File: src/hw/rtl/dsfw_pkg.sv
// Shared types, constants and lookup functions for the decimal segment field writer.
// No dependencies; every module of the block imports this package.
package dsfw_pkg;

    // Controller command bytes: column address high nibble (0x10 | 1), then low nibble
    localparam logic [7:0] CMD_COL_HI = 8'h11;
    localparam logic [7:0] CMD_COL_LO = 8'h07;

    // Flag byte values
    localparam logic [7:0] FLAG_FIRST = 8'h0F;
    localparam logic [7:0] FLAG_NEXT  = 8'h08;
    localparam logic [7:0] FLAG_CLEAR = 8'h00;

    // Write sequence: two commands, flag, then five digits as two writes each
    localparam int unsigned WRITES_PER_ITEM = 13;
    localparam int unsigned STEP_W          = 4;
    localparam logic [STEP_W-1:0] STEP_COL_HI = 4'd0;
    localparam logic [STEP_W-1:0] STEP_COL_LO = 4'd1;
    localparam logic [STEP_W-1:0] STEP_FLAG   = 4'd2;
    localparam logic [STEP_W-1:0] STEP_LAST   = STEP_W'(WRITES_PER_ITEM - 1);

    localparam int unsigned NUM_DIGITS = 5;
    localparam int unsigned DIG_W      = 3;

    // Queue entry handed from front to back
    typedef struct packed {
        logic [15:0] value;
        logic        blank;
        logic [7:0]  flag;
    } t_job;

    // One controller write
    typedef struct packed {
        logic       is_command;
        logic [7:0] bus_byte;
        logic       last;
    } t_wr;

    // Result of one digit extraction step
    typedef struct packed {
        logic [3:0]  digit;
        logic [15:0] rest;
    } t_split;

    // Power of ten for digit position, most significant first
    function automatic logic [16:0] pow10(input logic [DIG_W-1:0] idx);
        logic [16:0] p;
        unique case (idx)
            3'd0:    p = 17'd10000;
            3'd1:    p = 17'd1000;
            3'd2:    p = 17'd100;
            3'd3:    p = 17'd10;
            3'd4:    p = 17'd1;
            default: p = 17'd1;
        endcase
        return p;
    endfunction

    // One decimal digit: parallel compares against the nine multiples of the position weight
    function automatic t_split digit_split(input logic [15:0] rem,
                                           input logic [DIG_W-1:0] idx);
        t_split      res;
        logic [16:0] p;
        logic [16:0] prod;
        logic [16:0] sub;
        p        = pow10(idx);
        sub      = '0;
        res      = '0;
        for (int k = 1; k <= 9; k++) begin
            prod = p * 17'(k);
            if ({1'b0, rem} >= prod) begin
                res.digit = 4'(k);
                sub       = prod;
            end
        end
        res.rest = 16'({1'b0, rem} - sub);
        return res;
    endfunction

    // Segment pattern of a decimal digit
    function automatic logic [7:0] seg_of(input logic [3:0] digit);
        logic [7:0] s;
        unique case (digit)
            4'd0:    s = 8'hAF;
            4'd1:    s = 8'hA0;
            4'd2:    s = 8'hCB;
            4'd3:    s = 8'hE9;
            4'd4:    s = 8'hE4;
            4'd5:    s = 8'h6D;
            4'd6:    s = 8'h6F;
            4'd7:    s = 8'hA8;
            4'd8:    s = 8'hEF;
            4'd9:    s = 8'hED;
            default: s = 8'h00;
        endcase
        return s;
    endfunction

endpackage

File: src/hw/rtl/dsfw_front.sv
// Front end: accepts input items, works out the flag byte and builds a queue entry.
// Depends on dsfw_pkg.
module dsfw_front (
    input  logic          i_clk,
    input  logic          i_rst_n,
    input  logic          i_valid,
    input  logic [15:0]   i_value,
    input  logic [1:0]    i_mode,
    output logic          o_ready,
    input  logic          i_q_full,
    output logic          o_push,
    output dsfw_pkg::t_job o_job
);
    import dsfw_pkg::*;

    logic r_first_call;

    assign o_ready = !i_q_full;
    assign o_push  = i_valid && !i_q_full;

    // Flag byte: cleared by mode bit 0, else depends on first call after reset
    always_comb begin
        o_job.value = i_value;
        o_job.blank = i_mode[1];
        if (i_mode[0]) begin
            o_job.flag = FLAG_CLEAR;
        end else if (r_first_call) begin
            o_job.flag = FLAG_FIRST;
        end else begin
            o_job.flag = FLAG_NEXT;
        end
    end

    // First-call marker drops on the first accepted item
    always_ff @(posedge i_clk) begin
        if (!i_rst_n) begin
            r_first_call <= 1'b1;
        end else if (o_push) begin
            r_first_call <= 1'b0;
        end
    end

endmodule

File: src/hw/rtl/dsfw_queue.sv
// Two-entry queue between front and back end.
// Depends on dsfw_pkg for the entry type.
module dsfw_queue (
    input  logic           i_clk,
    input  logic           i_rst_n,
    input  logic           i_push,
    input  dsfw_pkg::t_job i_job,
    output logic           o_full,
    input  logic           i_pop,
    output logic           o_valid,
    output dsfw_pkg::t_job o_job
);
    import dsfw_pkg::*;

    t_job       r_mem [2];
    logic       r_wr;
    logic       r_rd;
    logic [1:0] r_cnt;

    assign o_full  = (r_cnt == 2'd2);
    assign o_valid = (r_cnt != 2'd0);
    assign o_job   = r_mem[r_rd];

    // Entry storage
    always_ff @(posedge i_clk) begin
        if (i_push) begin
            r_mem[r_wr] <= i_job;
        end
    end

    // Pointers and fill count
    always_ff @(posedge i_clk) begin
        if (!i_rst_n) begin
            r_wr  <= 1'b0;
            r_rd  <= 1'b0;
            r_cnt <= 2'd0;
        end else begin
            if (i_push) begin
                r_wr <= !r_wr;
            end
            if (i_pop) begin
                r_rd <= !r_rd;
            end
            if (i_push && !i_pop) begin
                r_cnt <= r_cnt + 2'd1;
            end else if (i_pop && !i_push) begin
                r_cnt <= r_cnt - 2'd1;
            end
        end
    end

endmodule

File: src/hw/rtl/dsfw_back.sv
// Back end: sequences the thirteen controller writes of one entry, two writes per digit,
// into a registered output stage. Depends on dsfw_pkg.
module dsfw_back (
    input  logic           i_clk,
    input  logic           i_rst_n,
    input  logic           i_q_valid,
    input  dsfw_pkg::t_job i_job,
    output logic           o_pop,
    output logic           o_valid,
    input  logic           i_ready,
    output dsfw_pkg::t_wr  o_wr
);
    import dsfw_pkg::*;

    logic              r_busy,  n_busy;
    logic [STEP_W-1:0] r_step,  n_step;
    logic [DIG_W-1:0]  r_dig,   n_dig;
    logic [15:0]       r_rem,   n_rem;
    logic [7:0]        r_seg,   n_seg;
    logic [7:0]        r_flag,  n_flag;
    logic              r_blank, n_blank;
    logic              r_out_valid;
    t_wr               r_out;

    logic   w_adv;
    logic   w_emit;
    t_wr    w_wr;
    t_split w_split;
    logic [7:0] w_seg;

    assign w_adv   = !r_out_valid || i_ready;
    assign o_valid = r_out_valid;
    assign o_wr    = r_out;

    // Current digit and its segment byte
    always_comb begin
        w_split = digit_split(r_rem, r_dig);
        if (r_blank || (r_dig == '0 && w_split.digit == 4'd0)) begin
            w_seg = 8'h00;
        end else begin
            w_seg = seg_of(w_split.digit);
        end
    end

    // Write for the current step
    always_comb begin
        w_wr.last = (r_step == STEP_LAST);
        priority if (r_step == STEP_COL_HI) begin
            w_wr.is_command = 1'b1;
            w_wr.bus_byte   = CMD_COL_HI;
        end else if (r_step == STEP_COL_LO) begin
            w_wr.is_command = 1'b1;
            w_wr.bus_byte   = CMD_COL_LO;
        end else if (r_step == STEP_FLAG) begin
            w_wr.is_command = 1'b0;
            w_wr.bus_byte   = r_flag;
        end else if (r_step[0]) begin
            w_wr.is_command = 1'b0;
            w_wr.bus_byte   = w_seg;
        end else begin
            w_wr.is_command = 1'b0;
            w_wr.bus_byte   = {4'h0, r_seg[7:4]};
        end
    end

    // Sequencer
    always_comb begin
        n_busy  = r_busy;
        n_step  = r_step;
        n_dig   = r_dig;
        n_rem   = r_rem;
        n_seg   = r_seg;
        n_flag  = r_flag;
        n_blank = r_blank;
        o_pop   = 1'b0;
        w_emit  = 1'b0;
        if (r_busy && w_adv) begin
            w_emit = 1'b1;
            // digit write: keep segment byte for the shifted write, move to next digit
            if (r_step > STEP_FLAG && r_step[0]) begin
                n_seg = w_seg;
                n_rem = w_split.rest;
                n_dig = r_dig + DIG_W'(1);
            end
            if (r_step == STEP_LAST) begin
                n_busy = i_q_valid;
                o_pop  = i_q_valid;
            end else begin
                n_step = r_step + STEP_W'(1);
            end
        end else if (!r_busy && i_q_valid) begin
            n_busy = 1'b1;
            o_pop  = 1'b1;
        end
        // load a fresh entry
        if (o_pop) begin
            n_step  = STEP_COL_HI;
            n_dig   = '0;
            n_rem   = i_job.value;
            n_flag  = i_job.flag;
            n_blank = i_job.blank;
        end
    end

    // Sequencer state
    always_ff @(posedge i_clk) begin
        if (!i_rst_n) begin
            r_busy <= 1'b0;
            r_step <= STEP_COL_HI;
            r_dig  <= '0;
        end else begin
            r_busy <= n_busy;
            r_step <= n_step;
            r_dig  <= n_dig;
        end
    end

    // Payload registers
    always_ff @(posedge i_clk) begin
        r_rem   <= n_rem;
        r_seg   <= n_seg;
        r_flag  <= n_flag;
        r_blank <= n_blank;
    end

    // Output register
    always_ff @(posedge i_clk) begin
        if (!i_rst_n) begin
            r_out_valid <= 1'b0;
        end else if (w_emit) begin
            r_out_valid <= 1'b1;
        end else if (i_ready) begin
            r_out_valid <= 1'b0;
        end
    end

    always_ff @(posedge i_clk) begin
        if (w_emit) begin
            r_out <= w_wr;
        end
    end

endmodule

File: src/hw/rtl/decimal_segment_field_writer.sv
// Decimal segment field writer: each item gives thirteen segment LCD controller writes.
// The first write of an item passes through the queue, the sequencer state and the output register.
// Throughput: one write per cycle while m_tready is high and items are queued, set by the back-end write sequencer.
// Up to two further items wait in the queue while a sequence runs.
// Reset (synchronous, active low) empties queue and output, and rearms the first-call flag.
// Depends on dsfw_pkg, dsfw_front, dsfw_queue and dsfw_back.
module decimal_segment_field_writer (
    input  logic        i_clk,
    input  logic        i_rst_n,
    input  logic        s_tvalid,
    output logic        s_tready,
    input  logic [23:0] s_tdata,   // [15:0] shown_value, [17:16] mode, [23:18] zero
    output logic        m_tvalid,
    input  logic        m_tready,
    output logic [7:0]  m_tdata,   // [7:0] bus_byte
    output logic        m_tuser,   // [0] is_command
    output logic        m_tlast    // last write of the thirteen
);
    import dsfw_pkg::*;

    logic w_push;
    logic w_full;
    logic w_pop;
    logic w_q_valid;
    t_job w_job_in;
    t_job w_job_out;
    t_wr  w_wr;

    dsfw_front u_front (
        .i_clk    (i_clk),
        .i_rst_n  (i_rst_n),
        .i_valid  (s_tvalid),
        .i_value  (s_tdata[15:0]),
        .i_mode   (s_tdata[17:16]),
        .o_ready  (s_tready),
        .i_q_full (w_full),
        .o_push   (w_push),
        .o_job    (w_job_in)
    );

    dsfw_queue u_queue (
        .i_clk   (i_clk),
        .i_rst_n (i_rst_n),
        .i_push  (w_push),
        .i_job   (w_job_in),
        .o_full  (w_full),
        .i_pop   (w_pop),
        .o_valid (w_q_valid),
        .o_job   (w_job_out)
    );

    dsfw_back u_back (
        .i_clk     (i_clk),
        .i_rst_n   (i_rst_n),
        .i_q_valid (w_q_valid),
        .i_job     (w_job_out),
        .o_pop     (w_pop),
        .o_valid   (m_tvalid),
        .i_ready   (m_tready),
        .o_wr      (w_wr)
    );

    assign m_tdata = w_wr.bus_byte;
    assign m_tuser = w_wr.is_command;
    assign m_tlast = w_wr.last;

endmodule
File: config.mk
export PLATFORM = sky130hd
export DESIGN_NAME = decimal_segment_field_writer
export DESIGN_NICKNAME = d
export VERILOG_FILES = /design/src/hw/rtl/dsfw_pkg.sv /design/src/hw/rtl/dsfw_front.sv /design/src/hw/rtl/dsfw_queue.sv /design/src/hw/rtl/dsfw_back.sv /design/src/hw/rtl/decimal_segment_field_writer.sv
export SDC_FILE = /design/constraint.sdc
export NUM_CORES = 1
export LEC_CHECK = 0
export ABC_AREA = 1
export BUFFER_PORTS_ARGS = -buffer_cell sky130_fd_sc_hd__buf_2
export CELL_PAD_IN_SITES_DETAIL_PLACEMENT = 0
export CELL_PAD_IN_SITES_GLOBAL_PLACEMENT = 1
export CORE_UTILIZATION = 52
export CTS_BUF_LIST = sky130_fd_sc_hd__clkbuf_8
export CTS_CLUSTER_DIAMETER = 150
export DETAILED_ROUTE_END_ITERATION = 16
export PLACE_DENSITY = 0.9
export SLEW_MARGIN = 25
export SYNTH_ARGS = -nofsm -noshare
export SYNTH_HDL_FRONTEND = slang
export SYNTH_SLANG_ARGS = --single-unit
File: constraint.sdc
create_clock -name i_clk -period 16.2 [get_ports i_clk]
set_input_delay 0.81 -clock i_clk [delete_from_list [all_inputs] [get_ports i_clk]]
set_output_delay 0.81 -clock i_clk [all_outputs]
set_load 0.01 [all_outputs]
==> metrics.md, run 1 <==
| Metric | Value |
|---|---|
| Max-slew violations | 0 |
| Max Cap Violations | 0 |
| Arr. time, crit path | 9.53 ns |
| Residual DRC | 0 |
| Fin area | 10060 um^2 |
| Synthesized area | 9547 um^2 |
| Reg2reg path depth | 44 |
| Run status | complete, no violations |
| Hold buffer count at cts | 0 |
| Largest stage delay, worst path | 0.73 ns |
| Max VDD drop | ~0.14 mV |
| Library cells used by synthesis | 65 |
| Main synth FF type | edfxtp_1 |
| Final Hold Fails | 0 |
| Crit path required time | 16.27 ns |
| Most frequent CP cell | nand2_1 |
| Static leakage | 4.829 nW |
| Nets | 1485 |
| Final setup viols | 0 |
| Synth area leaders | edfxtp_1, ha_1, nand2_1 |
| Post-DRT Antenna Nets | 0 |
| Worst Skew | 0.008517 ns |
| Slew HR | 0.3939 |
| Seq/Total Area, Yosys | 0.2516 |
| Pwr Density | 187.2 nW/um^2 |
| Slowest cell on crit path | nand4_1 |
| Yosys top cell by area | edfxtp_1 |
| Rows | 49 |
| Hold Startpoint | u_queue.r_rd$_SDFFE_PN0P_ |
| Commonest non-fill, non-tap cell in the layout | nand2_1 |
| Share of the synthesized area in the top cell type | 0.2202 |
| Antenna diode instance count | 0 |
| CTS tree | done |
| WHS Endpoint | u_queue.r_rd$_SDFFE_PN0P_ |
| Startpoint types | register |
| Layout cells sized above 1 | 0.08320 |
| Clock root buffer | clkbuf_8 |
| Die height | about 140 um |
| DR iter-0 viols | between 500 and 600 |
| Worst Path Buf+Inv | 6 |
| Reg2reg setup slack | 6.74 ns |
| Routed via count | 8535 |
| Post-synth EDFFs | 70 |
| Post-DP Area | 9889 um^2 |
| Achievable Freq | 105.7 MHz |
| Crit path depth | 44 |
| Bufs on Longest Clock Path | 2 |
| CP delay by family, top | simple AND/OR/NAND/NOR gates |
| Multi-input gate area | 6406 um^2 |
| Initial antenna violation count | 0 |
| RSZ-0062 raised after global routing | no |
| Detailed Route WL | 25970 um |
| Ys Warns | 0 |
| Post-synthesis instance total | 1255 |
| GPL Wtd Cong | 0.9561 |
| Worst-skew pair later-pin latency | about 0.36 ns |
| Crit share post-route | 0.5837 |
| First-pass GRT wire length | 40880 um |
| Worst setup path class | register to register |
| Actual slew at the worst max-slew pin | 0.9064 ns |
| Syn Nets | 1459 |
| Minimum clock period | approximately 9.5 ns |
| Post-CTS Repair Setup Buffers | 0 |
| First-pass DRT Iterations | 6 |
| Area of the die | between 15000 and 20000 um^2 |
| HP Class | register to register |
| Initial Utilization | 0.5314 |
| Total track usage | 0.2871 |
| Via density | 5.634 |
| Critical R2R Launch | u_back.r_dig[0]$_SDFFE_PP0P_ |
| DR WL/cell | 17.14 um |
| Most frequent cells in the layout | nand2_1, ha_1, inv_1, a21oi_1, nor2_1 |
| Core footprint | 17960 um^2 |
| Vias in the first global route | 7705 |
| Sequential Area | 2402 um^2 |
| Die width | 137.5 um |
| # IOs | 40 |
| Total global routing overflow | 0 |
| Syn Area/Cell | 7.607 um^2 |
| # fillers | 1776 |
| CTS sink count | between 80 and 90 |
| PortBufs | 33 |
| Post-CTS sizing | 0 |
| R2R Path End | u_back.r_rem[9]$_DFFE_PP_ |
| Crit-path max FO | 20 |
| Worst-path clk slew | 0.08 ns |
| Worst hold stages | 1 |
| H-tree Lvls | 3 |
| Setup TNS Final | 0 ns |
| Crit. End Element | register |
| #FFs+latches synth | 85 |
| Pin count of the biggest net entering global routing | 32 |
| Area grow syn2layout | 5.413% |
| Final HPWL DP | 20700 um |
| Async SR Flop Fraction | 0 |
| Number of buffers created by CTS | 9 |
-- synth_stat cells, types with 10 or more instances --
| cell type | number |
|---|---|
| a21o_1 | 11 |
| o21ai_1 | 10 |
| o211ai_1 | 13 |
| o21ai_0 | 70 |
| a21oi_1 | 135 |
| nor2_1 | 97 |
| inv_1 | 136 |
| dfxtp_1 | 15 |
| nor3_1 | 12 |
| nand3_1 | 50 |
| ha_1 | 168 |
| edfxtp_1 | 70 |
| a31oi_1 | 13 |
| nand4_1 | 20 |
| nand2_1 | 274 |
| xor2_1 | 24 |
-- area by class of cell --
class / instances / area share
inverter: 149 / 0.05732
sequential: 85 / 0.2387
multi-input combinational: 996 / 0.6366
clock buffer: 9 / 0.01231
clock inverter: 7 / 0.004973
timing repair buffer: 40 / 0.02163
tap: 229 / 0.02847
-- where the power goes --
part | internal [mW] | leakage, nW | switching (mW) | total (mW)
clock network | 0.0561 | 0.0874 | 0.0754 | 0.131
logic | 0.501 | 3.97 | 0.816 | 1.32
registers | 0.338 | 0.773 | 0.0977 | 0.435
-- worst reg2reg max path: cells and delay by family, from the launching register on --
kind | cells | cell delay (ns)
fa+ha+maj | 6 | 1.84
compound gates | 15 | 2.05
xor+xnor | 1 | 0.30
buf+inv | 6 | 1.70
flops | 1 | 0.52
simple gates | 16 | 2.80
-- worst max-delay path by stage --
stage / startpoint / end / slack (ns)
floorplan: u_back.r_dig[0]$_SDFFE_PP0P_ / u_back.r_rem[9]$_DFFE_PP_ / 8.42
global placement: u_back.r_dig[0]$_SDFFE_PP0P_ / u_back.r_rem[10]$_DFFE_PP_ / 6.93
detailed placement: u_back.r_dig[0]$_SDFFE_PP0P_ / u_back.r_rem[10]$_DFFE_PP_ / 6.83
CTS: u_back.r_dig[0]$_SDFFE_PP0P_ / u_back.r_rem[10]$_DFFE_PP_ / 6.83
global route: u_back.r_dig[0]$_SDFFE_PP0P_ / u_back.r_rem[10]$_DFFE_PP_ / 5.96
finish: u_back.r_dig[0]$_SDFFE_PP0P_ / u_back.r_rem[9]$_DFFE_PP_ / 6.74
-- cell families (layout without fill, tap and decap cells) --
family / Yosys count / count (layout) / synth area share
DFF: 85 / 85 / 0.2516
xor gates and xnor gates: 35 / 35 / 0.03368
buffers and inverters: 174 / 205 / 0.07733
other: 1 / 1 / 0.0003928
adders and majority gates: 176 / 176 / 0.2370
muxes: 1 / 1 / 0.001049
AOI/OAI and AO/OA: 293 / 293 / 0.1772
and+or+nand+nor: 490 / 490 / 0.2218
-- registers in the layout (all words and copies together) (netlist names), named ones only --
signal and flops:
u_back.o_valid 1, u_back.o_wr 10, u_back.r_blank 1, u_back.r_busy 1, u_back.r_dig 3, u_back.r_flag 2
u_back.r_rem 16, u_back.r_seg 3, u_back.r_step 4, u_front.r_first_call 1, u_queue.r_cnt 2, u_queue.r_mem 38
u_queue.r_rd 1, u_queue.r_wr 1
-- layer usage --
| metal | part of all wire | vias up | global-route usage |
|---|---|---|---|
| li1 | - | 4371 | - |
| met1 | 0.46 | 3832 | 0.3890 |
| met2 | 0.45 | 282 | 0.4657 |
| met3 | 0.061 | 50 | 0.03127 |
| met4 | 0.034 | 0 | 0.1154 |
| met5 | 0 | - | 0 |
-- per-stage QoR --
stage                     worst slack (ns)  cells  utilization  power, mW  hold WS (ns)
after floorplan                      8.423   1255            -      1.403        0.4255
after global routing                 5.956   1515       0.5602      2.087        0.4963
after global placement               6.934   1499       0.5505      1.722        0.4370
final                                6.743   1515       0.5602      1.884        0.4643
after detailed placement             6.834   1499       0.5505      1.738        0.4468
after CTS                            6.828   1515       0.5602      1.876        0.4605
No activity file was read; power rests on OpenSTA's default activity.
==> run 2: changes to the inputs <==
Settings changed: CORE_UTILIZATION 52 to 49, PLACE_DENSITY 0.9 to 0.85.
Clock period 16.2 ns to 8.8 ns, I/O delays scaled along.
==> run 2 against run 1 <==
  * Global-route usage shrank 1.5 points
  * Sequential power grew 83%
  * Die area grew 6.0%
  * Worst hold slack lost 0.19 ns
  * Highest routed layer unchanged
  * Worst setup slack lost 5.8 ns
  * Largest power group unchanged
  * Final cell count grew 2.5%
  * First-iteration DRC count shrank 9.3%
  * Clock skew grew 0.0022 ns
  * Fmax grew 20%
  * Routed wire length grew 1.6%
  * Combinational power grew 86%
  * Power grew 86%
==> metrics.md, run 2 (synthesis gave the netlist of run 1 again) <==
| Metric | Value |
|---|---|
| Run status | complete, no violations |
| Worst-path clk slew | 0.09 ns (about the same) |
| Crit-path max FO | 12 (-40%) |
| Design Power | 3.507 mW (+86%) |
| Switching share of power | 0.5223 (-0.002765) |
| Flop pwr share | 0.228 (-0.003) |
| WHS | 0.2788 ns (-0.1854 ns) |
| Crit share post-route | 0.8967 (+0.3130) |
| Achievable Freq | 126.7 MHz (+20%) |
| Initial antenna violation count | 0 (unchanged) |
| Worst setup path class | register to register |
| Commonest non-fill, non-tap cell in the layout | nand2_1 |
| Actual slew at the worst max-slew pin | 0.9148 ns (+0.008364 ns) |
| Switching pwr | 1.832 mW (+85%) |
| Post-Route Utilization | 0.5387 (-0.02154) |
| DR WL/cell | 17.00 um (-0.85%) |
| GPL Wtd Cong | 0.9596 (+0.37%) |
| Slowest cell on crit path | dfxtp_1 |
| Startpoint types | register |
| Max VDD drop | 0.2498 mV (+82%) |
| Die width | 141.6 um (+3.0%) |
| Number of buffers created by CTS | 9 (unchanged) |
| Max-slew violations | 0 (unchanged) |
| Die height | 141.6 um (+3.0%) |
| First-pass GRT wire length | 41810 um (+2.3%) |
| Arr. time, crit path | 7.95 ns (-1.58 ns) |
| Pwr Density | 344.6 nW/um^2 (+84%) |
| Minimum clock period | 7.891 ns (-1.565 ns) |
| Setup TNS Final | 0 ns (unchanged) |
| Fin area | 10180 um^2 (+1.1%) |
| Via density | 5.431 (-3.6%) |
| Comb pwr share | 0.698 (about the same) |
| CP delay by family, top | adder cells |
| PortBufs | 33 (unchanged) |
| RSZ-0062 raised after global routing | no |
| Setup crit start | u_back.r_dig[0]$_SDFFE_PP0P_ |
| Total global routing overflow | 0 (unchanged) |
| Crit path required time | 8.86 ns (-7.41 ns) |
| # IOs | 40 (unchanged) |
| Initial Utilization | 0.5053 (-0.02615) |
| Crit. End Element | register |
| Worst Skew | 0.01076 ns (+0.002244 ns) |
| Most frequent CP cell | nand2_1 |
| Critical R2R Launch | u_back.r_dig[0]$_SDFFE_PP0P_ |
| Clock share of power | 0.074 (+0.004) |
| Vias in the first global route | 7860 (+2.0%) |
| Static leakage | 4.873 nW (+0.91%) |
| Final Non-Filler Cells | 1553 (+2.5%) |
| Core footprint | 18890 um^2 (+5.2%) |
| Largest stage delay, worst path | 0.53 ns (-0.20 ns) |
| Slew HR | 0.3895 (-0.004446) |
| HP Class | input pin to register |
| Final HPWL DP | 21510 um (+4.0%) |
| Most flop-heavy register | u_queue.r_mem |
| Area of the die | 20040 um^2 (+6.0%) |
| Hold Startpoint | s_tdata[9] |
| Final Hold Fails | 0 (unchanged) |
| Post-DP Area | 9981 um^2 (+0.92%) |
| Bufs on Longest Clock Path | 2 (unchanged) |
| H-tree Lvls | 3 (unchanged) |
| Max Cap Violations | 0 (unchanged) |
| Pre-CTS WS | 0.7779 ns (-6.056 ns) |
| Min setup slack post-route | 0.9088 ns (-5.835 ns) |
| Total track usage | 0.2716 (-0.01549) |
| CTS sink count | 85 (unchanged) |
| Sequential Area | 2402 um^2 (unchanged) |
| DR iter-0 viols | 516 (-9.3%) |
| Detailed Route WL | 26390 um (+1.6%) |
| Pin count of the biggest net entering global routing | 32 (unchanged) |
| Final setup viols | 0 (unchanged) |
| Number of flip-flops under the largest register name | 38 (unchanged) |
| CTS tree | done |
| Internal Pwr Total | 1.675 mW (+87%) |
| Rows | 50 (+2.0%) |
| Residual DRC | 0 (unchanged) |
| First-pass DRT Iterations | 5 (-1) |
| Worst Path Buf+Inv | 9 (+3) |
| Clock root buffer | clkbuf_8 |
| Worst-skew pair later-pin latency | 0.35 ns (about the same) |
| Post-DRT Antenna Nets | 0 (unchanged) |
| Antenna diode instance count | 0 (unchanged) |
| Layout cells sized above 1 | 0.08817 (+0.004963) |
| Inst Count DP | 1537 (+2.5%) |
| Routed via count | 8435 (-1.2%) |
| Nets | 1492 (+0.47%) |
| Most frequent cells in the layout | nand2_1, ha_1, inv_1, a21oi_1, nor2_1 |
| # fillers | 1888 (+6.3%) |
| Area grow syn2layout | 6.606% |
| Multi-input gate area | 6417 um^2 (+0.18%) |
run 2: path summary, 6_finish.rpt:
path	slack, ns	depth (start not counted)	to
max reg2reg	0.91	47	u_back.r_rem[10]$_DFFE_PP_
min	0.28	1	u_queue.r_mem[0][14]$_DFFE_PP_
min reg2reg	0.47	1	u_queue.r_rd$_SDFFE_PN0P_
max	0.91	47	u_back.r_rem[10]$_DFFE_PP_
run 2: timing repair:
item,in CTS,in global routing
gates resized for setup,0,4
setup buffers,0,0
hold buffers,0,0
endpoints found under the setup margin,0,3
run 2: area by class of cell:
| cell class | instances | area share |
|---|---|---|
| Multi-Input combinational cell | 996 | 0.6306 |
| Sequential cell | 85 | 0.2360 |
| Inverter | 149 | 0.05668 |
| Tap cell | 260 | 0.03196 |
| Timing Repair Buffer | 47 | 0.02656 |
| Clock buffer | 9 | 0.01217 |
| Clock inverter | 7 | 0.006024 |
run 2: power groups by stage:
stage | sequential, mW | combinational (mW) | clock [mW]
6_report | 0.798 | 2.45 | 0.260
5_1_grt | 0.807 | 2.80 | 0.280
4_1_cts | 0.795 | 2.43 | 0.265
3_5_place_dp | 0.804 | 2.42 | 0
3_3_place_gp | 0.804 | 2.40 | 0
2_1_floorplan | 0.727 | 1.86 | 0
run 2: worst register-to-register path, delay by kind of cell, from the launching register on:
family	cells	cell delay, ns
buffers and inverters	9	0.98
flip-flops	1	0.53
AND/OR/NAND/NOR	21	2.15
adder cells (fa/ha/maj)	8	2.46
XOR/XNOR	1	0.20
AO/OA/AOI/OAI	8	1.31
run 2: layer usage:
| layer | vias to the layer above | track usage | wire length (um) |
|---|---|---|---|
| met4 | 0 | 0.08602 | 658 |
| met3 | 38 | 0.02227 | 1348 |
| met1 | 3786 | 0.3805 | 12500 |
| met2 | 215 | 0.4439 | 11890 |
| met5 | - | 0 | 0 |
| li1 | 4396 | - | - |
